===== config.mk =====
export PLATFORM = sky130hd
export DESIGN_NAME = wrw_front_flat
export DESIGN_NICKNAME = d
export VERILOG_FILES = /design/src/rtl/wrw_pkg.sv /design/src/rtl/wrw_if.sv /design/src/rtl/wrw_front.sv /design/src/flat_wrapper.sv
export SDC_FILE = /design/constraint.sdc
export NUM_CORES = 1
export LEC_CHECK = 0
export BUFFER_PORTS_ARGS = -buffer_cell sky130_fd_sc_hd__buf_4
export CAP_MARGIN = 0
export CORE_AREA = 4 4 64 66
export DETAILED_ROUTE_END_ITERATION = 16
export DIE_AREA = 0 0 68 70
export GPL_TIMING_DRIVEN = 0
export PLACE_DENSITY = 0.76
export REMOVE_ABC_BUFFERS = 1
export SLEW_MARGIN = 5
export SYNTH_ARGS = -nofsm -noshare
export SYNTH_HDL_FRONTEND = slang
export SYNTH_SLANG_ARGS = --single-unit

===== constraint.sdc =====
create_clock -name vclk -period 2.15
set_clock_uncertainty 0.15 [all_clocks]
set_input_delay 0.1075 -clock vclk [all_inputs]
set_output_delay 0.1075 -clock vclk [all_outputs]
set_load 0.02 [all_outputs]

===== src/rtl/wrw_pkg.sv =====
// Shared types and constants for the wildcard route walker.
// Used by the channel interfaces and by every module of the block but wrw_ram.
package wrw_pkg;

    localparam int NODE_W          = 4;
    localparam int SLOT_W          = 5;
    localparam int TOK_W           = 16;
    localparam int FIELDS          = 4;
    localparam int OUT_W           = 2;

    localparam int NODE_COUNT_DEF     = 16;
    localparam int RULES_PER_NODE_DEF = 16;
    localparam int QUEUE_DEPTH        = 2;

    localparam logic [1:0] OP_WRITE_RULE = 2'd0;
    localparam logic [1:0] OP_SET_COUNT  = 2'd1;
    localparam logic [1:0] OP_ROUTE      = 2'd2;

    localparam logic [OUT_W-1:0] OUT_DELIVERED  = 2'd0;
    localparam logic [OUT_W-1:0] OUT_CIRCULAR   = 2'd1;
    localparam logic [OUT_W-1:0] OUT_UNROUTABLE = 2'd2;

    // command kinds after front-end classification
    typedef enum logic [1:0] {
        K_RULE,
        K_COUNT,
        K_ROUTE,
        K_REJECT
    } t_kind;

    typedef struct packed {
        t_kind                            kind;
        logic [NODE_W-1:0]                node;
        logic [SLOT_W-1:0]                slot;
        logic [FIELDS-1:0][TOK_W-1:0]     tokens;
        logic [FIELDS-1:0]                wild;
        logic [NODE_W-1:0]                target;
    } t_cmd;

    typedef struct packed {
        logic [NODE_W-1:0]                target;
        logic [FIELDS-1:0]                wild;
        logic [FIELDS-1:0][TOK_W-1:0]     tokens;
    } t_rule;

endpackage


===== src/rtl/wrw_if.sv =====
// Valid/ready channel interfaces for the command input and the route result output.
// Depends on wrw_pkg for field widths.
interface wrw_in_if;
    import wrw_pkg::*;

    logic              valid;
    logic              ready;
    logic [1:0]        opcode;
    logic [NODE_W-1:0] node;
    logic [SLOT_W-1:0] slot_or_count;
    logic [TOK_W-1:0]  country;
    logic [TOK_W-1:0]  admin_domain;
    logic [TOK_W-1:0]  private_domain;
    logic [TOK_W-1:0]  organization;
    logic              country_any;
    logic              admin_any;
    logic              private_any;
    logic              org_any;
    logic [NODE_W-1:0] target_node;

    modport source (
        output valid, opcode, node, slot_or_count, country, admin_domain,
               private_domain, organization, country_any, admin_any,
               private_any, org_any, target_node,
        input  ready
    );
    modport sink (
        input  valid, opcode, node, slot_or_count, country, admin_domain,
               private_domain, organization, country_any, admin_any,
               private_any, org_any, target_node,
        output ready
    );
endinterface



===== src/rtl/wrw_front.sv =====
// Front end: takes input transfers, range-checks them and turns them into queue commands.
// Depends on wrw_pkg and the wrw_in_if interface.
module wrw_front #(
    parameter int NODE_COUNT     = 16,
    parameter int RULES_PER_NODE = 16
) (
    wrw_in_if.sink         i_in,
    input  logic           i_q_ready,
    output logic           o_push,
    output wrw_pkg::t_cmd  o_cmd
);
    import wrw_pkg::*;

    logic node_ok;
    logic slot_ok;
    logic tgt_ok;
    logic keep;

    assign node_ok = 32'(i_in.node) < NODE_COUNT;
    assign slot_ok = 32'(i_in.slot_or_count) < RULES_PER_NODE;
    assign tgt_ok  = 32'(i_in.target_node) < NODE_COUNT;

    always_comb begin
        o_cmd.kind   = K_ROUTE;
        o_cmd.node   = i_in.node;
        o_cmd.slot   = i_in.slot_or_count;
        o_cmd.tokens = {i_in.organization, i_in.private_domain,
                        i_in.admin_domain, i_in.country};
        o_cmd.wild   = {i_in.org_any, i_in.private_any, i_in.admin_any, i_in.country_any};
        o_cmd.target = i_in.target_node;
        keep         = 1'b0;
        case (i_in.opcode)
            OP_WRITE_RULE: begin
                o_cmd.kind = K_RULE;
                keep       = node_ok && slot_ok && tgt_ok;
            end
            OP_SET_COUNT: begin
                o_cmd.kind = K_COUNT;
                keep       = node_ok;
                // count saturates at the rule capacity of a node
                if (32'(i_in.slot_or_count) > RULES_PER_NODE) begin
                    o_cmd.slot = SLOT_W'(RULES_PER_NODE);
                end
            end
            OP_ROUTE: begin
                o_cmd.kind = node_ok ? K_ROUTE : K_REJECT;
                keep       = 1'b1;
            end
            default: begin
                keep = 1'b0;
            end
        endcase
    end

    // dropped items are still taken off the channel
    assign i_in.ready = i_q_ready;
    assign o_push     = i_in.valid && i_q_ready && keep;
endmodule


===== src/flat_wrapper.sv =====
// flat-port wrapper written by rule: the top's interface ports become plain ports
module wrw_front_flat import wrw_pkg::*;
#(
    parameter int NODE_COUNT     = 16,
    parameter int RULES_PER_NODE = 16
)
  (i_q_ready, o_push, o_cmd, i_in_valid, i_in_opcode, i_in_node, i_in_slot_or_count, i_in_country, i_in_admin_domain, i_in_private_domain, i_in_organization, i_in_country_any, i_in_admin_any, i_in_private_any, i_in_org_any, i_in_target_node, i_in_ready);
  wrw_in_if i_in_i ();
  input  logic i_q_ready;
  output logic o_push;
  output wrw_pkg::t_cmd o_cmd;
  input wire logic [$bits(i_in_i.valid)-1:0] i_in_valid;
  input wire logic [$bits(i_in_i.opcode)-1:0] i_in_opcode;
  input wire logic [$bits(i_in_i.node)-1:0] i_in_node;
  input wire logic [$bits(i_in_i.slot_or_count)-1:0] i_in_slot_or_count;
  input wire logic [$bits(i_in_i.country)-1:0] i_in_country;
  input wire logic [$bits(i_in_i.admin_domain)-1:0] i_in_admin_domain;
  input wire logic [$bits(i_in_i.private_domain)-1:0] i_in_private_domain;
  input wire logic [$bits(i_in_i.organization)-1:0] i_in_organization;
  input wire logic [$bits(i_in_i.country_any)-1:0] i_in_country_any;
  input wire logic [$bits(i_in_i.admin_any)-1:0] i_in_admin_any;
  input wire logic [$bits(i_in_i.private_any)-1:0] i_in_private_any;
  input wire logic [$bits(i_in_i.org_any)-1:0] i_in_org_any;
  input wire logic [$bits(i_in_i.target_node)-1:0] i_in_target_node;
  output wire logic [$bits(i_in_i.ready)-1:0] i_in_ready;
  assign i_in_i.valid = i_in_valid;
  assign i_in_i.opcode = i_in_opcode;
  assign i_in_i.node = i_in_node;
  assign i_in_i.slot_or_count = i_in_slot_or_count;
  assign i_in_i.country = i_in_country;
  assign i_in_i.admin_domain = i_in_admin_domain;
  assign i_in_i.private_domain = i_in_private_domain;
  assign i_in_i.organization = i_in_organization;
  assign i_in_i.country_any = i_in_country_any;
  assign i_in_i.admin_any = i_in_admin_any;
  assign i_in_i.private_any = i_in_private_any;
  assign i_in_i.org_any = i_in_org_any;
  assign i_in_i.target_node = i_in_target_node;
  assign i_in_ready = i_in_i.ready;
  wrw_front #(.NODE_COUNT(NODE_COUNT), .RULES_PER_NODE(RULES_PER_NODE)) u_core (.i_in(i_in_i), .i_q_ready(i_q_ready), .o_push(o_push), .o_cmd(o_cmd));
endmodule

==> results_dict.tcl <==
set metrics [dict create \
    antenna_nets_post_route 0 \
    final.clkbuf_count 0 \
    timing.critical_path.max_delay_family "buffers and inverters" \
    vdd.ir_drop.worst_mv 0.03008 \
    finalHoldViolCount 0 \
    fmax_ghz 0.8097 \
    largest_area_contributor_in_the_synthesized_netlist "sky130_fd_sc_hd__buf_4" \
    final-setup-viol-count 0 \
    max-slew-margin-rel_pct 89.20 \
    hold-worst-slack_ns 0.06504 \
    criticalPathCategory "primary input to primary output" \
    post-cts-setup-buffer-count 0 \
    critical_path_required_ns 1.89 \
    power_per_cell_area_nw_per_um2 199.4 \
    fp-row-count 22 \
    final.min_clock_period_ns 1.235 \
    cpPeakStageDelay_ns 0.23 \
    maxCapViolCount 0 \
    route.detailed.vias_per_inst 3.829 \
    detail_route.iter0.violations 4 \
    worst_hold_path_type "primary input to primary output" \
    final_net_count 125 \
    final_cell_count_no_fill 82 \
    fin_crit_sh_pct 57.44 \
    pin_count 170 \
    arrival_ns 0.98 \
    critical_path.endpoint_type "primary output" \
    ys_warn_count 0 \
    route.detailed.drc 0 \
    die_area_um2 4760 \
    post_cts_hold_buffer_count 0 \
    crit_path_cell_trace "buf_4 -> inv_1 -> ha_1 -> nand2b_4 -> a211oi_2 -> buf_4" \
    slowest_stage "sky130_fd_sc_hd__ha_1" \
    post_synth_inst_count 94 \
    synth-seq-area-share_pct 0 \
    first_global_vias 302 \
    place_inst 82 \
    max_slew.worst_pin.slew_ns 0.1617 \
    cp-start-kind "primary input" \
    critical_path.most_common_cell "sky130_fd_sc_hd__buf_4" \
    status "completed" \
    grtUsageTotal_pct 27.19 \
    num_vias 314 \
    drt_pass1_iterations 4 \
    yosys.area.top_type_share_pct 81.91 \
    setup_ws_ns 0.9149 \
    core_um2 3578 \
    gp_congestion 0.8977 \
    regArea_um2 0 \
    hpwl_um 6600 \
    synthesis.area_per_instance_um2 7.507 \
    static-leakage-power_uw 0.0001581 \
    die_height_um 70 \
    post_cts_resize_count 0 \
    synth.area.top_cells "sky130_fd_sc_hd__buf_4 82%, sky130_fd_sc_hd__ha_1 7.1%, sky130_fd_sc_hd__and2_1 3.5%" \
    place_ws_ns 0.9065 \
    grt_first_pass_wirelength_um 7293 \
    netlist_area_um2 705.7 \
    seq_cells 0 \
    initial_core_util_pct 19.72 \
    drive_gt1_share_pct 58.82 \
    floorplan.die.width_um 68 \
    overflow 0 \
    syn_to_final_growth_pct -54.79 \
    grt_setup_unrepaired "no" \
    antenna_found_initial 0 \
    crit_path_max_fanout 3 \
    grt_start_max_net_pins 5 \
    buffer_ports.inserted 18 \
    finalMaxSlewViolations 0 \
    cp_bufs_invs 3 \
    insertedDiodeCount 0 \
    wl_per_cell_um 82.18 \
    finalSetupTns_ns 0 \
    synth_cell_type_count 9 \
    finalWirelength_um 6739 \
]
-- power breakdown --
group / total, µW / switching (µW) / leakage (µW) / internal (µW)
sequential: 0 / 0 / 0 / 0
combinational: 63.6 / 33.1 / 0.000158 / 30.5
clock: 0 / 0 / 0 / 0
total: 63.6 / 33.1 / 0.000158 / 30.5
-- area by class of cell --
class	instances	area (µm²)
fillers	431	3259
repair buffers	18	135.1
multi-input cells	13	112.6
inverters	3	11.26
well taps	48	60.06
-- cell usage in the layout, fill, tap and decap left out --
cell type,instances
sky130_fd_sc_hd__a211oi_2,1
sky130_fd_sc_hd__and2_1,4
sky130_fd_sc_hd__buf_4,18
sky130_fd_sc_hd__ha_1,4
sky130_fd_sc_hd__inv_1,3
sky130_fd_sc_hd__nand2_1,2
sky130_fd_sc_hd__nand2b_4,1
sky130_fd_sc_hd__nor2_1,1
-- stage by stage --
stage	power [µW]	utilization (%)	area, µm²
after floorplan	25.43	-	123.9
after global placement	63.27	8.916	319.1
after detailed placement	62.95	8.916	319.1
after CTS	63.45	8.916	319.1
after global routing	68.60	8.916	319.1
final	63.62	8.916	319.1
-- final timing paths --
path / start / to / slack (ns) / cells past startpoint
setup / recovery: i_in_opcode[1] / o_push / 0.91 / 6
hold / removal: i_in_target_node[0] / o_cmd[0] / 0.07 / 0
-- logic make-up (layout without fill, tap and decap cells) --
| kind of cell | Yosys count | count (layout) | synth area share [%] |
|---|---|---|---|
| adders and majority gates | 4 | 4 | 7.092 |
| AOI/OAI and AO/OA | 1 | 1 | 1.773 |
| buffers and inverters | 81 | 21 | 84.04 |
| and+or+nand+nor | 8 | 8 | 7.091 |
-- synthesized netlist by cell type (all sizes together) --
| cell type | number |
|---|---|
| buf | 77 |
| and2 | 4 |
| ha | 4 |
| inv | 3 |
| nand2 | 2 |
| a211oi | 1 |
| clkbuf | 1 |
| nand2b | 1 |
| nor2 | 1 |
-- layer usage --
metal / global-route usage (%) / routed length [µm]
met1: 6.775 / 622
met5: 3.750 / 0
met2: 57.17 / 4092
met4: 7.726 / 235
met3: 33.76 / 1788
Note: power is estimated with default switching activity, not from simulation.
