--- src/rtl/wrw_pkg.sv ---
// Shared types and constants for the wildcard route walker.
// Used by the channel interfaces and by every module of the block but wrw_ram.
package wrw_pkg;

    localparam int NODE_W          = 4;
    localparam int SLOT_W          = 5;
    localparam int TOK_W           = 16;
    localparam int FIELDS          = 4;
    localparam int OUT_W           = 2;

    localparam int NODE_COUNT_DEF     = 16;
    localparam int RULES_PER_NODE_DEF = 16;
    localparam int QUEUE_DEPTH        = 2;

    localparam logic [1:0] OP_WRITE_RULE = 2'd0;
    localparam logic [1:0] OP_SET_COUNT  = 2'd1;
    localparam logic [1:0] OP_ROUTE      = 2'd2;

    localparam logic [OUT_W-1:0] OUT_DELIVERED  = 2'd0;
    localparam logic [OUT_W-1:0] OUT_CIRCULAR   = 2'd1;
    localparam logic [OUT_W-1:0] OUT_UNROUTABLE = 2'd2;

    // command kinds after front-end classification
    typedef enum logic [1:0] {
        K_RULE,
        K_COUNT,
        K_ROUTE,
        K_REJECT
    } t_kind;

    typedef struct packed {
        t_kind                            kind;
        logic [NODE_W-1:0]                node;
        logic [SLOT_W-1:0]                slot;
        logic [FIELDS-1:0][TOK_W-1:0]     tokens;
        logic [FIELDS-1:0]                wild;
        logic [NODE_W-1:0]                target;
    } t_cmd;

    typedef struct packed {
        logic [NODE_W-1:0]                target;
        logic [FIELDS-1:0]                wild;
        logic [FIELDS-1:0][TOK_W-1:0]     tokens;
    } t_rule;

endpackage

--- src/rtl/wrw_fifo.sv ---
// Short command queue between front end and back end.
// Depends on wrw_pkg for the command type and queue depth.
module wrw_fifo (
    input  logic           i_clk,
    input  logic           i_rst_n,
    input  logic           i_push,
    input  wrw_pkg::t_cmd  i_cmd,
    output logic           o_ready,
    output logic           o_valid,
    output wrw_pkg::t_cmd  o_cmd,
    input  logic           i_pop
);
    import wrw_pkg::*;

    localparam int PW = (QUEUE_DEPTH > 1) ? $clog2(QUEUE_DEPTH) : 1;
    localparam int CW = $clog2(QUEUE_DEPTH + 1);

    t_cmd          r_mem [QUEUE_DEPTH];
    logic [PW-1:0] r_wr_ptr;
    logic [PW-1:0] r_rd_ptr;
    logic [CW-1:0] r_count;

    function automatic logic [PW-1:0] ptr_inc(input logic [PW-1:0] p);
        return (32'(p) == QUEUE_DEPTH - 1) ? '0 : p + PW'(1);
    endfunction

    always_ff @(posedge i_clk) begin
        if (!i_rst_n) begin
            r_wr_ptr <= '0;
            r_rd_ptr <= '0;
            r_count  <= '0;
        end else begin
            if (i_push) begin
                r_wr_ptr <= ptr_inc(r_wr_ptr);
            end
            if (i_pop) begin
                r_rd_ptr <= ptr_inc(r_rd_ptr);
            end
            if (i_push && !i_pop) begin
                r_count <= r_count + CW'(1);
            end else if (!i_push && i_pop) begin
                r_count <= r_count - CW'(1);
            end
        end
    end

    always_ff @(posedge i_clk) begin
        if (i_push) begin
            r_mem[r_wr_ptr] <= i_cmd;
        end
    end

    assign o_ready = 32'(r_count) < QUEUE_DEPTH;
    assign o_valid = r_count != '0;
    assign o_cmd   = r_mem[r_rd_ptr];

    a_no_pop_empty: assert property (@(posedge i_clk) disable iff (!i_rst_n)
        i_pop |-> r_count != '0)
        else $error("queue popped while empty");

    a_no_push_full: assert property (@(posedge i_clk) disable iff (!i_rst_n)
        i_push |-> 32'(r_count) != QUEUE_DEPTH)
        else $error("queue pushed while full");
endmodule

--- config.mk ---
export PLATFORM = sky130hd
export DESIGN_NAME = wrw_fifo
export DESIGN_NICKNAME = d
export VERILOG_FILES = /design/src/rtl/wrw_pkg.sv /design/src/rtl/wrw_fifo.sv
export SDC_FILE = /design/constraint.sdc
export NUM_CORES = 1
export LEC_CHECK = 0
export BUFFER_PORTS_ARGS = -buffer_cell sky130_fd_sc_hd__buf_2
export CAP_MARGIN = 0
export CORE_ASPECT_RATIO = 1.5
export CORE_MARGIN = 4
export CORE_UTILIZATION = 47
export DETAILED_ROUTE_END_ITERATION = 10
export PLACE_DENSITY = 0.76
export SYNTH_ARGS = -nofsm -noshare
export SYNTH_HDL_FRONTEND = slang
export SYNTH_SLANG_ARGS = --single-unit
--- constraint.sdc ---
create_clock -name i_clk -period 4.5 [get_ports i_clk]
set_input_delay 0.45 -clock i_clk [delete_from_list [all_inputs] [get_ports i_clk]]
set_output_delay 0.45 -clock i_clk [all_outputs]
set_load 0.01 [all_outputs]
==> results.yml, run 1 <==
outcome:
  status: "complete, no violations"
clock_tree:
  cts_buffers: 17
  clkTransAtPathRegs_ns: 0.06
  root_buffer: "clkbuf_16"
  worstSkewPairLatency_ns: 0.40
  htree_levels: 4
  cts_max_path_buffers: 2
  postCtsResizedCells: 0
  hold_buffers: 0
  cts_setup_buffers: 0
  tritoncts: "built"
  clkSinkCount: 171
die:
  die_h_um: 149.0
  die_w_um: 102.0
  fp.coreArea_mm2: 0.01302
  start_util_pct: 47.87
  die_area_mm2: 0.01520
  io_pins: 172
  rows: 51
sta:
  timing.fmax_mhz: 389.6
  hold_violations: 0
  tightest_slew_ns: 1.142
  setup_violations: 0
  finalCriticalPeriod_ns: 2.566
  setup_tns_ns: 0
  fin_skew_ns: 0.007605
  max-slew-margin-rel_pct: 23.86
  drv_slew: 0
  rsz0062_at_grt: "no"
  min_period_over_period_pct: 57.03
place:
  port_buffers: 171
  routabilityCongestion: 0.7141
  dp.final_hpwl_mm: 7.403
route:
  drt_iter0_drc: 116
  vias: 3151
  wl_met3_um: 580
  via_per_inst: 4.970
  post_drt_wl_per_cell_um: 18.02
  drt_first_pass_iters: 7
  topRoutingLayerUsed: "met5"
  met1_length_mm: 4.064
  drt_drc_violations_left: 0
  drt-total-wl_mm: 11.43
  drtAntennaViolNets: 0
  wl_met2_mm: 6.538
synth:
  synth_area_mm2: 0.006231
  ys_seq_area_share_pct: 81.61
  postSynthCellCount: 280
  ys_ff_latch: 171
  yosys_warnings: 0
  synth.distinct_cells: 16
  syn_area_per_cell_um2: 22.25
  synth_nets: 368
power:
  clock_power_share_pct: 38.6
  ir_drop_v: 0.0003032
  intPower_uw: 2826
  p_switching_uw: 780.1
  power.density_mw_per_mm2: 463.1
  p_seq_share_pct: 52.4
  p_comb_share_pct: 9.0
  switching_share_pct: 21.63
  p_leak_uw: 0.002916
finish:
  multi_input_area_mm2: 0.001054
  ff_latch_area_mm2: 0.005089
  nFillCells: 1039
  drive_above_1_share_pct: 60.97
  area_growth_pct: 24.96
  post-route-util_pct: 59.81
  fin_nets: 550
global_routing:
  antenna_found_initial: 2
  grt_pass1_wl_mm: 17.46
  track_usage_pct: 15.33
  grt_pass1_vias: 3527
  grt_max_degree: 85
  grt-ovfl-total: 0
critical_path:
  cp-start-kind: "flop"
  end_kind: "output port"
  worstPathRequired_ns: 4.05
  worstPathArrival_ns: 2.12
  crit_path_max_fanout: 83
  worst-setup-path-type: "flop to output port"
hold_path:
  hold_class: "input pin to flop"
flow_run:
  maxCapViolCount: 0
cells by family (layout without fill, tap and decap cells):
family,Yosys count,count (layout),share of synthesized area [%]
AO/OA/AOI/OAI,3,3,0.3213
XOR/XNOR,3,3,0.4218
adder cells (fa/ha/maj),1,1,0.2008
buffers and inverters,11,205,1.647
flip-flops,171,171,81.61
multiplexers,83,83,15.00
other,0,1,0
AND/OR/NAND/NOR,8,8,0.8032
synth_stat cells (all sizes together):
cell	instances	area [µm²]
xor2	2	17.52
a21boi	1	7.510
and2	4	25.02
o21ai	1	5.000
o21a	1	7.510
xnor2	1	8.760
edfxtp	166	4985
inv	2	7.510
buf	9	95.09
or3	1	6.260
ha	1	12.51
mux2	83	934.7
dfxtp	5	100.1
or2	1	6.260
nor2b	2	12.51
flip-flops by register name, indices dropped and copies added, names as in the netlist, named ones only:
name      count
r_mem       166
r_count       2
r_rd_ptr      1
r_wr_ptr      1
cell type report:
| type | instances | share of cell area (%) |
|---|---|---|
| multi-input combinational | 98 | 13.53 |
| timing repair buffer | 172 | 11.09 |
| tap | 159 | 2.555 |
| sequential | 171 | 65.35 |
| clock buffer | 18 | 5.512 |
| antenna | 1 | 0.03214 |
| inverter | 2 | 0.09642 |
| clock inverter | 13 | 1.832 |
power by group through the flow:
stage	Combinational, µW	Sequential (µW)	Clock, µW
CTS	329	1890	1430
finish	323	1890	1390
global placement	320	1920	0
global route	350	1900	1500
floorplan	213	1890	0
detailed placement	327	1930	0
worst paths after layout:
kind                           startpoint                 endpoint  slack (ns)  cells after the start
setup / recovery                     flop                o_cmd[35]        1.93                      2
hold reg to reg   r_count[1]$_SDFFE_PN0P_  r_count[1]$_SDFFE_PN0P_        0.54                      2
hold / removal                  i_cmd[15]   r_mem[0][15]$_DFFE_PP_        0.23                      1
setup reg to reg    r_wr_ptr$_SDFFE_PN0P_   r_mem[1][53]$_DFFE_PP_        2.75                      1
routing by layer:
| metal | GRT usage [%] | up-vias |
|---|---|---|
| li1 | - | 1471 |
| met1 | 15.97 | 1564 |
| met2 | 27.96 | 98 |
| met3 | 4.212 | 16 |
| met4 | 7.026 | 2 |
| met5 | 0 | - |
critical path: stages (launching register included):
cell and delay, ns:
dfxtp_4 1.07, mux2_2 0.43, buf_2 0.14
cells in the final DEF (no fill, tap or decap), drive strengths merged:
| master | count |
|---|---|
| bufinv | 2 |
| dfxtp | 5 |
| or3 | 1 |
| o21a | 1 |
| ha | 1 |
| xor2 | 2 |
| clkinvlp | 5 |
| diode | 1 |
| clkbuf | 18 |
| nor2b | 2 |
| mux2 | 83 |
| buf | 172 |
| xnor2 | 1 |
| or2 | 1 |
| inv | 6 |
| clkinv | 2 |
| a21boi | 1 |
| edfxtp | 166 |
| o21ai | 1 |
| and2 | 4 |
metrics by stage:
| stage | hold WS (ns) | std cells | worst slack, ns | area (µm²) | total power (µW) |
|---|---|---|---|---|---|
| after floorplan | 0.4651 | 280 | 1.426 | 6233 | 2104 |
| after global placement | 0.4796 | 602 | 2.348 | 7212 | 2239 |
| after detailed placement | 0.5345 | 602 | 2.333 | 7212 | 2252 |
| after CTS | 0.2103 | 633 | 1.881 | 7784 | 3653 |
| after global routing | 0.2055 | 634 | 1.842 | 7786 | 3749 |
| final | 0.2291 | 634 | 1.934 | 7786 | 3606 |
Power figures use the tool's default switching activity.
==> inputs of run 2 (changes only) <==
--- a/config.mk
+++ b/config.mk
@@ -9,9 +9,9 @@
 export CAP_MARGIN = 0
 export CORE_ASPECT_RATIO = 1.5
 export CORE_MARGIN = 4
-export CORE_UTILIZATION = 47
+export CORE_UTILIZATION = 52
 export DETAILED_ROUTE_END_ITERATION = 10
-export PLACE_DENSITY = 0.76
+export PLACE_DENSITY = 0.79
 export SYNTH_ARGS = -nofsm -noshare
 export SYNTH_HDL_FRONTEND = slang
 export SYNTH_SLANG_ARGS = --single-unit
==> constraint.sdc (replaced) <==
create_clock -name i_clk -period 2.6 [get_ports i_clk]
set_input_delay 0.26 -clock i_clk [delete_from_list [all_inputs] [get_ports i_clk]]
set_output_delay 0.26 -clock i_clk [all_outputs]
set_load 0.01 [all_outputs]
==> run 2 against run 1 <==
Against the previous run: combinational power grew 87%; non-clock buffer count grew 4; critical path depth grew 1; global-route usage grew 1.6 points; sequential share of layout area grew 0.063 points; worst setup slack lost 1.4 ns; sequential power grew 71%; design area is essentially flat; cell count shrank 0.95%; register-to-register slack lost 1.7 ns.
==> results.yml, run 2 (synthesis gave the netlist of run 1 again) <==
finish:
  ff_latch_area_mm2: 0.005089
  fin_area_mm2: 0.007779
  top_regs: "r_mem x166, r_count x2"
  fin_nets: 554
  layout_common_cells: "buf_2, edfxtp_1, mux2_2, clkbuf_16, inv_6"
  drive_above_1_share_pct: 61.09
  multi_input_area_mm2: 0.001054
  antennaDiodeCount: 0
  area_growth_pct: 24.84
  nFillCells: 818
  layout_commonest_cell: "buf_2"
  largest_register_ffs: 166
  regMostFlops: "r_mem"
clock_tree:
  worstSkewPairLatency_ns: 0.41
  tritoncts: "built"
  htree_levels: 4
  hold_buffers: 0
  cts_buffers: 17
  clkSinkCount: 171
  postCtsResizedCells: 0
  cts_setup_buffers: 0
  root_buffer: "clkbuf_16"
  clkTransAtPathRegs_ns: 0.06
  cts_max_path_buffers: 2
critical_path:
  worstPathRequired_ns: 2.34
  worstPathArrival_ns: 1.83
  crit_path_max_fanout: 22
  end_kind: "output port"
  cp-start-kind: "flop"
  worst-setup-path-type: "flop to output port"
sta:
  drv_slew: 0
  hold_violations: 0
  min_period_over_period_pct: 80.29
  fin_skew_ns: 0.006736
  timing.fmax_mhz: 479.0
  hold_slack_ns: 0.03505
  rsz0062_at_grt: "no"
  finalCriticalPeriod_ns: 2.088
  setup_violations: 0
  setup_tns_ns: 0
  tightest_slew_ns: 0.6496
  max-slew-margin-rel_pct: 56.69
  fin_ws_ns: 0.5124
route:
  via_per_inst: 5.032
  vias: 3160
  drt_iter0_drc: 103
  post_drt_wl_per_cell_um: 17.91
  drtAntennaViolNets: 0
  drt-total-wl_mm: 11.25
  drt_first_pass_iters: 4
  drt_drc_violations_left: 0
die:
  die_w_um: 97.38
  start_util_pct: 53.48
  fp.coreArea_mm2: 0.01165
  die_h_um: 142.1
  io_pins: 172
  die_area_mm2: 0.01383
  rows: 48
power:
  power.density_mw_per_mm2: 777.5
  switching_share_pct: 22.23
  p_seq_share_pct: 53.5
  intPower_uw: 4703
  clock_power_share_pct: 36.6
  ir_drop_v: 0.0006191
  p_leak_uw: 0.002929
  p_comb_share_pct: 10.0
  p_switching_uw: 1345
global_routing:
  grt_pass1_vias: 3559
  grt_pass1_wl_mm: 17.70
  antenna_found_initial: 0
  grt_max_degree: 49
  grt-ovfl-total: 0
  track_usage_pct: 16.91
place:
  port_buffers: 171
  routabilityCongestion: 0.7541
  placed_cell_area_mm2: 0.007256
  dp.final_hpwl_mm: 7.777
  dpl_worst_slack_ns: 0.9325
flow_run:
  maxCapViolCount: 0
outcome:
  status: "complete, no violations"
hold_path:
  hold_class: "input pin to flop"
## run 2: changes by cell type in the layout (fill, tap and decap cells not counted), moves of 2 or more
cell | before | now
buf_12 | 0 | 2
buf_4 | 1 | 3
bufinv_16 | 2 | 0
clkinvlp_4 | 5 | 3
## run 2: worst paths after layout
kind                                               from                 endpoint  slack (ns)  depth (start not counted)
worst max-delay path                               flop                o_cmd[73]        0.51                          3
worst min-delay path                          i_cmd[48]   r_mem[0][48]$_DFFE_PP_        0.04                          1
worst max register to register    r_wr_ptr$_SDFFE_PN0P_   r_mem[1][49]$_DFFE_PP_        1.01                          2
worst min register to register  r_count[1]$_SDFFE_PN0P_  r_count[1]$_SDFFE_PN0P_        0.52                          2
## run 2: per-stage QoR
stage                     total power, µW  std cells  util [%]
after floorplan                      3638        280         -
after global placement               3879        597     62.27
after detailed placement             3906        597     62.27
after CTS                            6115        628     66.76
after global routing                 6304        628     66.76
final                                6048        628     66.76
## run 2: area by class of cell
class | instances | area share [%]
clock inverter | 13 | 1.206
multi-input combinational | 98 | 13.54
sequential | 171 | 65.42
tap | 150 | 2.413
inverter | 2 | 0.09651
timing repair buffer | 176 | 11.81
clock buffer | 18 | 5.517
## run 2: layer usage
layer / track usage (%) / part of all wire (%)
met1: 17.22 / 35
met2: 30.39 / 55
met3: 5.983 / 5.8
met4: 8.826 / 4.0
met5: 0 / 0
## run 2: power by group through the flow
stage                     logic, µW  registers (µW)  clock network (µW)
after global placement          596            3280                   0
after floorplan                 370            3270                   0
after detailed placement        613            3290                   0
after CTS                       617            3230                2260
after global routing            656            3250                2400
final                           604            3230                2210
## run 2: worst max-delay path, stage by stage, from the launching register on
cell and delay, ns:
dfxtp_4 0.54, buf_4 0.34, mux2_2 0.38, buf_2 0.14
==> inputs of run 3 (changes only) <==
==> constraint.sdc (replaced) <==
create_clock -name i_clk -period 1.95 [get_ports i_clk]
set_input_delay 0.195 -clock i_clk [delete_from_list [all_inputs] [get_ports i_clk]]
set_output_delay 0.195 -clock i_clk [all_outputs]
set_load 0.01 [all_outputs]
==> run 3 against run 2 <==
Against the previous run: worst setup slack lost 0.30 ns; sequential cell count unchanged; die area is the same; clock power rose by 48%; clock-buffer cell count rose by 2; register-to-register slack worse by 0.41 ns; core utilization increased by 8.4 points; sequential power grew 33%; critical path depth stayed put.
==> results.yml, run 3 (synthesis gave the netlist of run 1 again) <==
sta:
  hold_violations: 0
  setup_tns_ns: 0
  setup_violations: 0
  min_period_over_period_pct: 89.33
  tightest_slew_ns: 0.3830
  timing.fmax_mhz: 574.1
  fin_skew_ns: 0.01069
  rsz0062_at_grt: "no"
  max-slew-margin-rel_pct: 74.46
  hold_slack_ns: 0.05903
  drv_slew: 0
  finalCriticalPeriod_ns: 1.742
  fin_ws_ns: 0.2081
finish:
  nFillCells: 670
  regMostFlops: "r_mem"
  largest_register_ffs: 166
  fin_area_mm2: 0.008755
  drive_above_1_share_pct: 52.12
  top_regs: "r_mem x166, r_count x2"
  fin_nets: 641
  layout_common_cells: "buf_2, edfxtp_1, mux2_2, dlygate4sd3_1, clkbuf_16"
  layout_commonest_cell: "buf_2"
  area_growth_pct: 40.50
global_routing:
  grt-ovfl-total: 0
  grt_pass1_vias: 4030
  grt_max_degree: 69
  antenna_found_initial: 0
  grt_pass1_wl_mm: 20.59
  track_usage_pct: 19.51
die:
  die_h_um: 142.1
  die_w_um: 97.38
  die_area_mm2: 0.01383
  start_util_pct: 53.48
  rows: 48
  fp.coreArea_mm2: 0.01165
  io_pins: 172
clock_tree:
  htree_levels: 4
  clkSinkCount: 171
  worstSkewPairLatency_ns: 0.40
  cts_max_path_buffers: 2
  clkTransAtPathRegs_ns: 0.06
  cts_buffers: 17
  root_buffer: "clkbuf_16"
  tritoncts: "built"
  postCtsResizedCells: 0
hold_path:
  hold_class: "input pin to flop"
  hold_start: "i_rst_n"
  hold_end: "r_wr_ptr$_SDFFE_PN0P_"
  hold_depth: 2
place:
  routabilityCongestion: 0.7671
  dpl_worst_slack_ns: 0.4608
  dp.final_hpwl_mm: 8.214
  placed_cell_area_mm2: 0.007322
  port_buffers: 171
route:
  drt_drc_violations_left: 0
  via_per_inst: 4.904
  drtAntennaViolNets: 0
  drt_iter0_drc: 147
  post_drt_wl_per_cell_um: 17.98
  drt_first_pass_iters: 4
  vias: 3516
  drt-total-wl_mm: 12.89
power:
  ir_drop_v: 0.0007285
  total_power_uw: 8580
  p_leak_uw: 0.003335
  power.density_mw_per_mm2: 980.0
critical_path:
  r2r_start: "r_wr_ptr$_SDFFE_PN0P_"
  rrSetupSlack_ns: 0.60
  r2r-end: "r_mem[1][68]$_DFFE_PP_"
  end_kind: "output port"
  slowest_stage: "dfxtp_4"
  cp-start-kind: "flop"
  reg2reg_depth: 2
  crit_path_max_fanout: 11
  worst-setup-path-type: "flop to output port"
  worstPathArrival_ns: 1.55
  cp_num_buf_inv: 2
  worstPathRequired_ns: 1.75
  cp_cell_sequence: "buf_4 -> mux2_2 -> buf_2"
  max_stage_delay_ns: 0.41
  path_delay_family: "flip-flops"
flow_run:
  maxCapViolCount: 0
outcome:
  status: "complete, no violations"
-- run 3: layout make-up --
| cell class | count | area [µm²] | area share, % |
|---|---|---|---|
| diodes | 1 | 2.502 | 0.02858 |
| flip-flops and latches | 171 | 5090 | 58.14 |
| multi-input cells | 98 | 1054 | 12.03 |
| clock inverters | 12 | 147.6 | 1.686 |
| clock buffers | 20 | 436.7 | 4.988 |
| inverters | 2 | 7.507 | 0.08575 |
| repair buffers | 263 | 1829 | 20.89 |
| well taps | 150 | 187.7 | 2.144 |
-- run 3: where the power goes --
part	internal, µW	switching, µW	total, µW
clock	2010	1270	3280
combinational	531	463	994
sequential	4250	58.0	4300
total	6790	1790	8580
-- run 3: routing by layer --
layer	vias to the layer above	global-route usage, %	part of all wire [%]
li1	1650	-	-
met1	1754	19.95	35
met2	100	37.44	59
met3	12	5.051	4.7
met4	0	7.950	1.8
met5	-	0	0
-- run 3: repair_timing --
action / CTS / global route
endpoints found under the setup margin: 0 / 3
buffers inserted: 0 / 2
endpoints found under the hold margin: 166 / 0
hold buffers: 83 / 0
-- run 3: worst max-delay path by stage --
stage | to | slack, ns | depth (start not counted)
after global placement | o_cmd[37] | 0.48 | 3
final | o_cmd[58] | 0.21 | 3
after CTS | o_cmd[16] | 0.02 | 3
after floorplan | r_mem[0][0]$_DFFE_PP_ | -0.03 | 1
after detailed placement | o_cmd[37] | 0.46 | 3
after global routing | o_cmd[58] | 0.15 | 3
-- run 3: per-stage QoR --
stage | util, % | cells
floorplan | - | 280
global placement | 62.84 | 599
detailed placement | 62.84 | 599
CTS | 74.99 | 714
global route | 75.12 | 716
finish | 75.14 | 717
